### config.mk
export PLATFORM = sky130hd
export DESIGN_NAME = rvex_front
export DESIGN_NICKNAME = d
export VERILOG_FILES = /design/src/hw/rtl/rvex_pkg.sv /design/src/hw/rtl/rvex_front.sv
export SDC_FILE = /design/constraint.sdc
export NUM_CORES = 1
export LEC_CHECK = 0
export BUFFER_PORTS_ARGS = -buffer_cell sky130_fd_sc_hd__buf_2
export CORE_ASPECT_RATIO = 1.75
export CORE_UTILIZATION = 50
export DETAILED_ROUTE_END_ITERATION = 10
export HOLD_SLACK_MARGIN = 0.12
export PLACE_DENSITY = 0.88
export SYNTH_ARGS = -nofsm -noshare
export SYNTH_HDL_FRONTEND = slang
export SYNTH_SLANG_ARGS = --single-unit
export TNS_END_PERCENT = 30
### constraint.sdc
create_clock -name clk -period 9 [get_ports clk]
set_input_delay 2.25 -clock clk [delete_from_list [all_inputs] [get_ports clk]]
set_output_delay 2.25 -clock clk [all_outputs]
set_load 0.01 [all_outputs]
### src/hw/rtl/rvex_pkg.sv
// rvex_pkg: operation codes, operation classes and the queue word type
// shared by the execute unit front, back and divider. no dependencies.
package rvex_pkg;

	localparam logic [5:0] F_ADD    = 6'd0;
	localparam logic [5:0] F_SLT    = 6'd1;
	localparam logic [5:0] F_SLTU   = 6'd2;
	localparam logic [5:0] F_AND    = 6'd3;
	localparam logic [5:0] F_OR     = 6'd4;
	localparam logic [5:0] F_XOR    = 6'd5;
	localparam logic [5:0] F_SLL    = 6'd6;
	localparam logic [5:0] F_SRL    = 6'd7;
	localparam logic [5:0] F_SUB    = 6'd8;
	localparam logic [5:0] F_SRA    = 6'd9;
	localparam logic [5:0] F_ADDI   = 6'd10;
	localparam logic [5:0] F_SLTI   = 6'd11;
	localparam logic [5:0] F_SLTIU  = 6'd12;
	localparam logic [5:0] F_ANDI   = 6'd13;
	localparam logic [5:0] F_ORI    = 6'd14;
	localparam logic [5:0] F_XORI   = 6'd15;
	localparam logic [5:0] F_SLLI   = 6'd16;
	localparam logic [5:0] F_SRLI   = 6'd17;
	localparam logic [5:0] F_SRAI   = 6'd18;
	localparam logic [5:0] F_LUI    = 6'd19;
	localparam logic [5:0] F_AUIPC  = 6'd20;
	localparam logic [5:0] F_MUL    = 6'd21;
	localparam logic [5:0] F_MULH   = 6'd22;
	localparam logic [5:0] F_MULHSU = 6'd23;
	localparam logic [5:0] F_MULHU  = 6'd24;
	localparam logic [5:0] F_DIV    = 6'd25;
	localparam logic [5:0] F_DIVU   = 6'd26;
	localparam logic [5:0] F_REM    = 6'd27;
	localparam logic [5:0] F_REMU   = 6'd28;
	localparam logic [5:0] F_LB     = 6'd29;
	localparam logic [5:0] F_LH     = 6'd30;
	localparam logic [5:0] F_LW     = 6'd31;
	localparam logic [5:0] F_LBU    = 6'd32;
	localparam logic [5:0] F_LHU    = 6'd33;
	localparam logic [5:0] F_SB     = 6'd34;
	localparam logic [5:0] F_SH     = 6'd35;
	localparam logic [5:0] F_SW     = 6'd36;
	localparam logic [5:0] F_JAL    = 6'd37;
	localparam logic [5:0] F_JALR   = 6'd38;
	localparam logic [5:0] F_BEQ    = 6'd39;
	localparam logic [5:0] F_BNE    = 6'd40;
	localparam logic [5:0] F_BLT    = 6'd41;
	localparam logic [5:0] F_BGE    = 6'd42;
	localparam logic [5:0] F_BLTU   = 6'd43;
	localparam logic [5:0] F_BGEU   = 6'd44;

	localparam logic signed [2:0] ACC_NONE = 3'sd0;
	localparam logic signed [2:0] ACC_SB   = -3'sd1;
	localparam logic signed [2:0] ACC_SH   = -3'sd2;
	localparam logic signed [2:0] ACC_SW   = -3'sd4;
	localparam logic signed [2:0] ACC_UB   = 3'sd1;
	localparam logic signed [2:0] ACC_UH   = 3'sd2;

	localparam int DIV_STAGES = 32;

	typedef enum logic [2:0] {
		CLS_ALU,
		CLS_MUL,
		CLS_DIV,
		CLS_MEM,
		CLS_JUMP,
		CLS_BRANCH,
		CLS_NONE
	} cls_t;

	typedef struct packed {
		logic [5:0]  func;
		cls_t        cls;
		logic [31:0] a;
		logic [31:0] b;
		logic [31:0] imm;
		logic [31:0] pc;
		logic        pred;
		logic        fin;
	} item_t;

endpackage

### src/hw/rtl/rvex_front.sv
// rvex_front: accepts input words, classifies the operation and holds them
// in a two-entry queue for the back part. depends on rvex_pkg.
module rvex_front import rvex_pkg::*; (
	input  logic        clk,
	input  logic        arst_n,
	input  logic        in_valid,
	output logic        in_ready,
	input  logic [5:0]  func,
	input  logic [31:0] src_a,
	input  logic [31:0] src_b,
	input  logic [31:0] immediate,
	input  logic [31:0] inst_addr,
	input  logic        predicted_taken,
	input  logic        end_mark,
	output logic        q_valid,
	input  logic        q_ready,
	output item_t       q_item
);

	item_t      mem_q [2];
	logic       wr_ptr_q;
	logic       rd_ptr_q;
	logic [1:0] cnt_q;
	cls_t       cls;
	item_t      wr_item;
	logic       push;
	logic       pop;

	always_comb begin
		unique case (func) inside
			[F_ADD:F_AUIPC]: cls = CLS_ALU;
			[F_MUL:F_MULHU]: cls = CLS_MUL;
			[F_DIV:F_REMU]:  cls = CLS_DIV;
			[F_LB:F_SW]:     cls = CLS_MEM;
			F_JAL, F_JALR:   cls = CLS_JUMP;
			[F_BEQ:F_BGEU]:  cls = CLS_BRANCH;
			default:         cls = CLS_NONE;
		endcase
	end

	always_comb begin
		wr_item.func = func;
		wr_item.cls  = cls;
		wr_item.a    = src_a;
		wr_item.b    = src_b;
		wr_item.imm  = immediate;
		wr_item.pc   = inst_addr;
		wr_item.pred = predicted_taken;
		wr_item.fin  = end_mark;
	end

	assign in_ready = (cnt_q != 2'd2);
	assign q_valid  = (cnt_q != 2'd0);
	assign q_item   = mem_q[rd_ptr_q];
	assign push     = in_valid && in_ready;
	assign pop      = q_valid && q_ready;

	always_ff @(posedge clk) begin
		if (push) begin
			mem_q[wr_ptr_q] <= wr_item;
		end
	end

	always_ff @(posedge clk or negedge arst_n) begin
		if (!arst_n) begin
			wr_ptr_q <= 1'b0;
			rd_ptr_q <= 1'b0;
			cnt_q    <= 2'd0;
		end else begin
			if (push) wr_ptr_q <= ~wr_ptr_q;
			if (pop) rd_ptr_q <= ~rd_ptr_q;
			if (push && !pop) cnt_q <= cnt_q + 2'd1;
			else if (pop && !push) cnt_q <= cnt_q - 2'd1;
		end
	end

endmodule

# ---- After elaboration in Yosys (flattened, before gate mapping)
# Memory sizes are Yosys's and may differ from the RTL's.
# Cells that the tools add are included.
dict set report totals {
  input_bits 140
  register_bits 4
  mem_count 1
  mem_bits_rw 278
}
# name depth word_bits rd rd_clocked_by_memory_dff wr line_no
set memory_table {}
lappend memory_table {mem_q 2 139 1 0 1 rvex_front.sv:20} ;# item_t mem_q [2];
dict set report op_classes {
  mux 5
  n_eq_ne 3
  magnitude_cmp 10
  n_addsub 2
  n_reduce_logical 14
  bitwise 2
}
# operator count
set op_table {}
lappend op_table {{6-bit by 5-bit >= comparator with 1-bit output (second input constant)} 3}
lappend op_table {{6-bit by 5-bit less-or-equal comparator with 1-bit output (second input constant)} 3}
lappend op_table {{3-bit one-hot mux with 6 select lines} 1}
lappend op_table {{6-bit == test (second input constant)} 2}
lappend op_table {{6-bit less-or-equal comparator (second input constant)} 2}
lappend op_table {{1-bit logical AND} 9}
lappend op_table {{6-bit by 1-bit >= comparator with 1-bit output (second input constant)} 1}
lappend op_table {{6-bit >= comparator (second input constant)} 1}
lappend op_table {{2-bit 2-to-1 mux} 2}
lappend op_table {{2-bit nonzero test} 2}
lappend op_table {{2-bit by 1-bit adder with 2-bit output (second input constant)} 1}
lappend op_table {{1-bit zero test} 2}
lappend op_table {{1-bit 2-to-1 mux} 2}
lappend op_table {{2-bit != test (second input constant)} 1}
lappend op_table {{1-bit inverter} 2}
lappend op_table {{2-bit OR reduction} 1}
lappend op_table {{2-bit by 1-bit subtractor with 2-bit output (second input constant)} 1}

# ---- Depth between registers and ports, before layout
# Gate-level depths: netlist of run 1.
dict set report logic_depth {
  ltp_word 6
  depth_mapped 7
}

# ---- Least setup slack after synthesis of run 1
# Ideal clock, no wire load.
dict set report synth_timing {
  path_type {input to register}
  start {in in_valid}
  end {mem mem_q[0][0] (netlist name), enable pin}
  path_stages 2
  arrival_time_ps 8114
  n_path_buf 0
  required_time_ps 8361
  setup_ps 639
  path_slack_ps 247
  path_cell_list {nand2_1 nor2_1}
}
dict set report synth_between {
  elab_chain_cells 3
}
# item line_no
set synth_rtl {}
lappend synth_rtl {{start, declared} rvex_front.sv:6} ;# input logic in_valid,
lappend synth_rtl {{1-bit logical AND} rvex_front.sv:55} ;# assign push = in_valid && in_ready;
lappend synth_rtl {{1-bit 2-to-1 mux} rvex_front.sv:59} ;# if (push) begin
lappend synth_rtl {{1-bit 2-to-1 mux (not written as such)} rvex_front.sv:60} ;# mem_q[wr_ptr_q] <= wr_item;
lappend synth_rtl {{end, declared} rvex_front.sv:20}
# Every way passes these cells.

==> results of run 1 <==
## sequential cells by signal, summed over array words and instances (netlist names)
name      flops
rd_ptr_q      1
mem_q       278
cnt_q         2
wr_ptr_q      1
## placed cells by master (no fill, tap or decap), types with 4 or more instances in the layout
cell type | synthesis | final
diode_2 | 0 | 11
edfxtp_1 | 278 | 278
clkinv_1 | 0 | 4
buf_2 | 4 | 280
bufinv_16 | 0 | 4
mux2_4 | 100 | 100
mux2_2 | 39 | 39
clkbuf_16 | 0 | 25
## worst max-delay path by stage
stage	start	slack (ps)	cells after the start	to
3_5_place_dp	rd_ptr_q	4190	3	q_item[134]
3_3_place_gp	rd_ptr_q	4240	3	q_item[65]
4_1_cts	rd_ptr_q	3620	3	q_item[83]
5_1_grt	rd_ptr_q	3480	3	q_item[69]
6_report	rd_ptr_q	3650	3	q_item[69]
2_1_floorplan	in_valid	250	2	mem_q[0][0]
## power breakdown
group | internal [W] | total [W] | switching, W
Combinational | 0.000666 | 0.00130 | 0.000637
Sequential | 0.00180 | 0.00195 | 0.000147
Clock | 0.000624 | 0.00107 | 0.000444
## cell type report
cell class	instances	area share
Clock buffer	28	0.0483
Clock inverter	15	0.0138
Multi-Input combinational cell	166	0.161
Antenna cell	11	0.00209
Tap cell	252	0.0239
Sequential cell	282	0.641
Timing Repair Buffer	284	0.109
Inverter	2	0.000569
## layer usage
layer	vias up	global-route usage	part of all wire
met1	2619	0.186	0.35
li1	2442	-	-
met4	0	0.0943	0.037
met3	46	0.0365	0.059
met2	237	0.326	0.56
met5	-	0	0
## metrics by stage
stage                     worst slack [ps]  std cells  hold slack, ps
final                                 3650       1040             509
after global placement                4240        986             481
after global routing                  3480       1040             536
after CTS                             3620       1029             506
after floorplan                        247        466             456
after detailed placement              4190        986             493
## cell usage after synthesis, types with 2 or more instances
library cell | count | area share
inv_1 | 2 | 0.00070
mux2_4 | 100 | 0.14
xor2_1 | 2 | 0.0016
buf_6 | 11 | 0.012
dfrtp_1 | 4 | 0.0093
mux2_2 | 39 | 0.041
nand2_1 | 3 | 0.0010
buf_2 | 4 | 0.0019
edfxtp_1 | 278 | 0.78
nor2_1 | 2 | 0.00070
nand2b_1 | 3 | 0.0017
nand3_1 | 2 | 0.00093
xnor2_1 | 3 | 0.0024
## critical path, stage by stage (launching register included)
cell     delay [ps]
dfrtp_4        1080
buf_4           860
mux2_2          430
buf_2           150
## cells by family after synthesis
kind of cell             Yosys count  synth area share
AO/OA/AOI/OAI                      6           0.00362
multiplexers                     139             0.181
buffers and inverters             18            0.0155
AND/OR/NAND/NOR                   15           0.00735
flip-flops                       282             0.787
XOR/XNOR                           5           0.00408
adder cells (fa/ha/maj)            1           0.00117
==> impl_metrics.env, run 1 <==
export IMPL_dieWidth_um=113
export IMPL_syn_area_um2=10700
export IMPL_fin_nets=902
export IMPL_hpwl_um=13400
export IMPL_cts_clk_slew_worst_paths_ps=60
export IMPL_min_path_cells=1
export IMPL_final_hold_violation_count=0
export IMPL_r2r_start="cnt_q[0]"
export IMPL_ys_ff_latch=282
export IMPL_ioPinCount=281
export IMPL_cap_violations=0
export IMPL_vias=5344
export IMPL_viasPerCell=5.14
export IMPL_wirelength_um=20500
export IMPL_rsz0062_at_grt="no"
export IMPL_synth_seq_area_share=0.787
export IMPL_critPathKind="reg2out"
export IMPL_rows=70
export IMPL_p_leak_nw=5.20
export IMPL_port_buffers=280
export IMPL_critical_path_required_ps=6750
export IMPL_cts_buffers=25
export IMPL_r2r_setup_slack_ps=6320
export IMPL_cts_tree="built"
export IMPL_final_antenna_net_count=0
export IMPL_endpoint_kind="output pin"
export IMPL_antenna_found_initial=11
export IMPL_finalInstanceArea_um2=13200
export IMPL_maxSlewHeadroom=0.235
export IMPL_cts_setup_buffers=0
export IMPL_cts_resized=0
export IMPL_yosys_cell_types_count=26
export IMPL_coreArea_um2=20900
export IMPL_min_to="cnt_q[1]"
export IMPL_grt_pass1_vias=5608
export IMPL_status="finished, final reports clean"
export IMPL_cp_start_kind="register"
export IMPL_crit_fanout=63
export IMPL_clkSinkCount=282
export IMPL_multi_input_area_um2=2130
export IMPL_fin_tns_setup_ps=0
export IMPL_postSynthCellCount=466
export IMPL_fmax_mhz=187
export IMPL_cts_buffer_depth=3
export IMPL_ys_warn_count=0
export IMPL_hp_start="cnt_q[1]"
export IMPL_grt_max_degree=106
export IMPL_rr_worst_depth=3
export IMPL_grt_total_usage=0.177
export IMPL_tightest_slew_ps=1150
export IMPL_setup_viol=0
export IMPL_start_util=0.513
export IMPL_first_pass_iters=4
export IMPL_syn_to_final_growth_pct=23.0
export IMPL_slew_violations=0
export IMPL_ctsHoldBuffers=0
export IMPL_wire_per_inst_um=19.7
export IMPL_power_density_nw_per_um2=327
export IMPL_min_path_type="reg2reg"
export IMPL_die_area_um2=22100
export IMPL_drtIter0Drc=312
export IMPL_peakVddDrop_v=0.000313
export IMPL_drc_errors=0
export IMPL_ys_flop_type="edfxtp_1"
export IMPL_nFillCells=1419
export IMPL_synth_edff_count=278
export IMPL_arrival_ps=3100
export IMPL_gp_congestion=0.805
export IMPL_finish_utilization=0.630
export IMPL_cts_htree_levels=1
export IMPL_overflow=0
export IMPL_seqCellArea_um2=8450
export IMPL_clock_latency_ps=520
export IMPL_synthArstFlopShare=0.0142
export IMPL_clock_skew_ps=18.2
export IMPL_r2r_end="mem_q[1][4]"
export IMPL_die_h_um=196
export IMPL_grt_pass1_wl_um=29200
export IMPL_min_period_ps=5350
export IMPL_cts_root_buf="clkbuf_16"
export IMPL_avgSynthCellArea_um2=23.0
export IMPL_syn_num_nets=607
export IMPL_drive_gt1_frac=0.596
export IMPL_postPlaceCellArea_um2=12300
export IMPL_fin_crit_sh=0.594
export IMPL_total_power_w=0.00432
(Power assumes the default switching activity.)
==> run 2: changes to the inputs <==
- CORE_UTILIZATION: 50 -> 47
- PLACE_DENSITY: 0.88 -> 0.87
- clock period: 9 -> 4.4 ns (I/O delays scaled with it)
==> run 2 against run 1 <==
Effect of this change: first-iteration DRC count is 13% lower; count of clock-buffer cells in the layout is 2 higher; worst hold slack worse by 140 ps; sequential power is 100% higher; critical endpoint is now q_item[56]; largest cell class unchanged.
==> impl_metrics.env, run 2 (synthesis gave the netlist of run 1 again) <==
export IMPL_status="finished, final reports clean"
export IMPL_rsz0062_at_grt="no"
export IMPL_critPathKind="reg2out"
export IMPL_drc_errors=0
export IMPL_syn_to_final_growth_pct=24.8
export IMPL_grt_pass1_wl_um=29000
export IMPL_drive_gt1_frac=0.603
export IMPL_min_path_type="in2async"
export IMPL_first_pass_iters=4
export IMPL_regMostFlops="mem_q"
export IMPL_coreArea_um2=22300
export IMPL_grt_total_usage=0.168
export IMPL_maxSlewHeadroom=0.469
export IMPL_fin_crit_sh=0.782
export IMPL_cts_buffer_depth=3
export IMPL_antenna_found_initial=10
export IMPL_cts_root_buf="clkbuf_16"
export IMPL_final_hold_violation_count=0
export IMPL_pre_cts_ws_ps=1490
export IMPL_hpwl_um=13400
export IMPL_overflow=0
export IMPL_use_met3=0.0369
export IMPL_drtIter0Drc=272
export IMPL_dieWidth_um=116
export IMPL_fin_nets=905
export IMPL_setup_ws_ps=959
export IMPL_cts_setup_buffers=0
export IMPL_finish_utilization=0.602
export IMPL_use_met1=0.157
export IMPL_setup_viol=0
export IMPL_power_density_nw_per_um2=673
export IMPL_seqCellArea_um2=8450
export IMPL_slew_violations=0
export IMPL_nFillCells=1624
export IMPL_endpoint_kind="output pin"
export IMPL_vias=5334
export IMPL_cts_clk_slew_worst_paths_ps=60
export IMPL_cts_resized=0
export IMPL_cp_start_kind="register"
export IMPL_wire_per_inst_um=18.4
export IMPL_cts_tree="built"
export IMPL_wirelength_um=20000
export IMPL_rows=72
export IMPL_ctsHoldBuffers=0
export IMPL_min_period_ps=3440
export IMPL_clkSinkCount=282
export IMPL_port_buffers=280
export IMPL_peakVddDrop_v=0.000931
export IMPL_layout_common_cells="buf_2 (280), edfxtp_1 (278), mux2_4 (100), mux2_2 (39), clkbuf_16 (27)"
export IMPL_top_regs="mem_q: 278 flops, cnt_q: 2 flops"
export IMPL_clock_latency_ps=530
export IMPL_die_h_um=202
export IMPL_clock_skew_ps=11.6
export IMPL_final_antenna_net_count=0
export IMPL_ioPinCount=281
export IMPL_viasPerCell=4.90
export IMPL_die_area_um2=23500
export IMPL_dp_cells=1032
export IMPL_arrival_ps=2340
export IMPL_tightest_slew_ps=797
export IMPL_p_leak_nw=5.28
export IMPL_fmax_mhz=291
export IMPL_busiest_layer="met2"
export IMPL_largest_reg_flops=278
export IMPL_whs_ps=373
export IMPL_met2_usage=0.319
export IMPL_gp_congestion=0.754
export IMPL_grt_max_degree=138
export IMPL_cts_htree_levels=1
export IMPL_start_util=0.482
export IMPL_layout_cells_non_filler=1088
export IMPL_critical_path_required_ps=3300
export IMPL_multi_input_area_um2=2130
export IMPL_final_common_cell="buf_2"
export IMPL_cts_buffers=26
export IMPL_grt_pass1_vias=5620
export IMPL_cap_violations=0
export IMPL_crit_fanout=45
run 2: per-layer routing:
metal / wire length [um] / up-vias
li1: - / 2463
met1: 6520 / 2587
met2: 11400 / 220
met3: 1090 / 60
met4: 978 / 4
met5: 26 / -
run 2: critical path, cell delays in order (launching register included):
cell	delay, ps
dfrtp_4	900
buf_12	390
mux2_4	330
buf_2	150
run 2: path summary, 6_finish.rpt:
check	start	endpoint	slack [ps]	depth (start not counted)
setup reg to reg	cnt_q[0]	mem_q[1][112]	2400	3
max in group asynchronous	arst_n	rd_ptr_q	3870	1
hold / removal	arst_n	wr_ptr_q	370	1
min in group clk	cnt_q[1]	cnt_q[1]	490	1
setup / recovery	rd_ptr_q	q_item[56]	960	3
hold reg to reg	cnt_q[1]	cnt_q[1]	490	1
run 2: power by group:
group          internal [W]  switching (W)  leakage (nW)
clock               0.00138       0.000939         0.444
sequential          0.00368       0.000242          2.63
combinational       0.00139        0.00138          2.20
total               0.00645        0.00256          5.28
run 2: stage by stage:
| step | total power, W | instance area (um^2) | TNS (ps) |
|---|---|---|---|
| 4_1_cts | 0.00912 | 13400 | 0 |
| 6_report | 0.00902 | 13400 | 0 |
| 5_1_grt | 0.00939 | 13400 | 0 |
| 2_1_floorplan | 0.00589 | 10700 | -61780 |
| 3_5_place_dp | 0.00679 | 12500 | 0 |
| 3_3_place_gp | 0.00671 | 12500 | 0 |
run 2: final cells by class:
cell class              count  area share
well taps                 296      0.0277
clock buffers              30      0.0520
clock inverters            18      0.0158
multi-input cells         166       0.159
flip-flops and latches    282       0.631
diodes                      8     0.00149
repair buffers            286       0.113
inverters                   2    0.000560
==> run 3: changes to the inputs <==
- clock period: 4.4 -> 2.9 ns (I/O delays scaled with it)
==> run 3 against run 2 <==
Effect of this change: wire length increased by 0.81%; sequential share of layout area increased by 0.31 points; core utilization decreased by 0.30 points; register-to-register slack got worse by 1300 ps; non-clock buffer count increased by 7; cell count about the same; combinational power increased by 59%; flip-flop and latch count unchanged; largest power group unchanged; count of clock-buffer cells in the layout increased by 2; critical path type unchanged; critical path depth unchanged.
==> impl_metrics.env, run 3 (synthesis gave the netlist of run 1 again) <==
export IMPL_status="finished, final reports clean"
export IMPL_arrival_ps=1970
export IMPL_maxSlewHeadroom=0.714
export IMPL_critPathKind="reg2out"
export IMPL_fin_nets=911
export IMPL_critical_path_required_ps=2170
export IMPL_postPlaceCellArea_um2=12600
export IMPL_final_common_cell="buf_2"
export IMPL_r2r_start="cnt_q[0]"
export IMPL_hp_start="src_b[25]"
export IMPL_crit_fanout=31
export IMPL_grt_pass1_wl_um=29600
export IMPL_finalInstanceArea_um2=13300
export IMPL_regMostFlops="mem_q"
export IMPL_top_regs="mem_q: 278 flops, cnt_q: 2 flops"
export IMPL_final_antenna_net_count=0
export IMPL_layout_common_cells="buf_2 (280), edfxtp_1 (278), mux2_4 (100), mux2_2 (39), clkbuf_16 (25)"
export IMPL_tightest_slew_ps=430
export IMPL_power_density_nw_per_um2=995
export IMPL_rr_worst_depth=3
export IMPL_min_path_cells=1
export IMPL_cts_buffers=25
export IMPL_cts_tree="built"
export IMPL_viasPerCell=4.89
export IMPL_grt_max_degree=72
export IMPL_slew_violations=0
export IMPL_cts_clk_slew_worst_paths_ps=60
export IMPL_rows=72
export IMPL_cts_resized=0
export IMPL_start_util=0.482
export IMPL_setup_viol=0
export IMPL_whs_ps=397
export IMPL_final_hold_violation_count=0
export IMPL_cts_buffer_depth=3
export IMPL_drtIter0Drc=292
export IMPL_die_area_um2=23500
export IMPL_total_power_w=0.0133
export IMPL_nFillCells=1622
export IMPL_endpoint_kind="output pin"
export IMPL_min_period_ps=2700
export IMPL_coreArea_um2=22300
export IMPL_peakVddDrop_v=0.000745
export IMPL_vias=5329
export IMPL_clock_latency_ps=510
export IMPL_ioPinCount=281
export IMPL_die_h_um=202
export IMPL_cap_violations=0
export IMPL_largest_reg_flops=278
export IMPL_clkSinkCount=282
export IMPL_grt_pass1_vias=5757
export IMPL_grt_total_usage=0.170
export IMPL_wire_per_inst_um=18.5
export IMPL_syn_to_final_growth_pct=24.2
export IMPL_drc_errors=0
export IMPL_fin_crit_sh=0.930
export IMPL_critPathLaunch="rd_ptr_q"
export IMPL_p_leak_nw=5.24
export IMPL_drive_gt1_frac=0.595
export IMPL_cp_start_kind="register"
export IMPL_port_buffers=280
export IMPL_first_pass_iters=5
export IMPL_antenna_found_initial=11
export IMPL_fin_tns_setup_ps=0
export IMPL_hpwl_um=13900
export IMPL_fmax_mhz=371
export IMPL_dieWidth_um=116
export IMPL_seqCellArea_um2=8450
export IMPL_wirelength_um=20200
export IMPL_rsz0062_at_grt="no"
export IMPL_min_path_type="in2reg"
export IMPL_clock_skew_ps=9.23
export IMPL_overflow=0
export IMPL_cts_root_buf="clkbuf_16"
export IMPL_cts_htree_levels=1
export IMPL_multi_input_area_um2=2140
export IMPL_gp_congestion=0.803
==> run 3: power breakdown <==
group,total (W),leakage [nW],switching (W),internal [W]
sequential,0.00587,2.63,0.000301,0.00557
combinational,0.00440,2.25,0.00219,0.00222
clock,0.00298,0.357,0.00131,0.00167
total,0.0133,5.24,0.00380,0.00946
==> run 3: layout make-up <==
cell class,instances,area share
Sequential cell,282,0.634
Antenna cell,8,0.00150
Timing Repair Buffer,293,0.121
Inverter,2,0.000563
Tap cell,296,0.0278
Multi-Input combinational cell,166,0.161
Clock inverter,10,0.00554
Clock buffer,32,0.0489
==> run 3: timing repair <==
| action | in CTS | in global routing |
|---|---|---|
| setup buffers | 0 | 1 |
| hold buffers | 1 | 0 |
| hold endpoints to repair | 4 | 0 |
| setup endpoints to repair | 0 | 29 |
==> run 3: worst max-delay path: stages, from the launching register on <==
cell and delay [ps]:
dfrtp_4 670, buf_12 300, mux2_4 330, buf_2 140
==> run 3: final timing paths <==
path,end,slack (ps)
worst max-delay path,q_item[4],200
worst min-delay path,mem_q[1][91],400
worst max register to register,mem_q[1][34],1060
worst min register to register,cnt_q[1],490
max in group asynchronous,rd_ptr_q,2200
min in group asynchronous,rd_ptr_q,560
==> run 3: layer usage <==
metal / part of all wire / routed length, um / track usage
met1: 0.34 / 6840 / 0.170
met2: 0.55 / 11100 / 0.311
met3: 0.066 / 1340 / 0.0423
met4: 0.040 / 812 / 0.0920
met5: 0.0022 / 45 / 0
==> run 3: stage by stage <==
step,worst slack (ps),util,instances
after floorplan,-357,-,466
after detailed placement,580,0.564,1037
after global routing,129,0.599,1085
after global placement,606,0.564,1037
final,202,0.599,1089
after CTS,26.9,0.597,1080
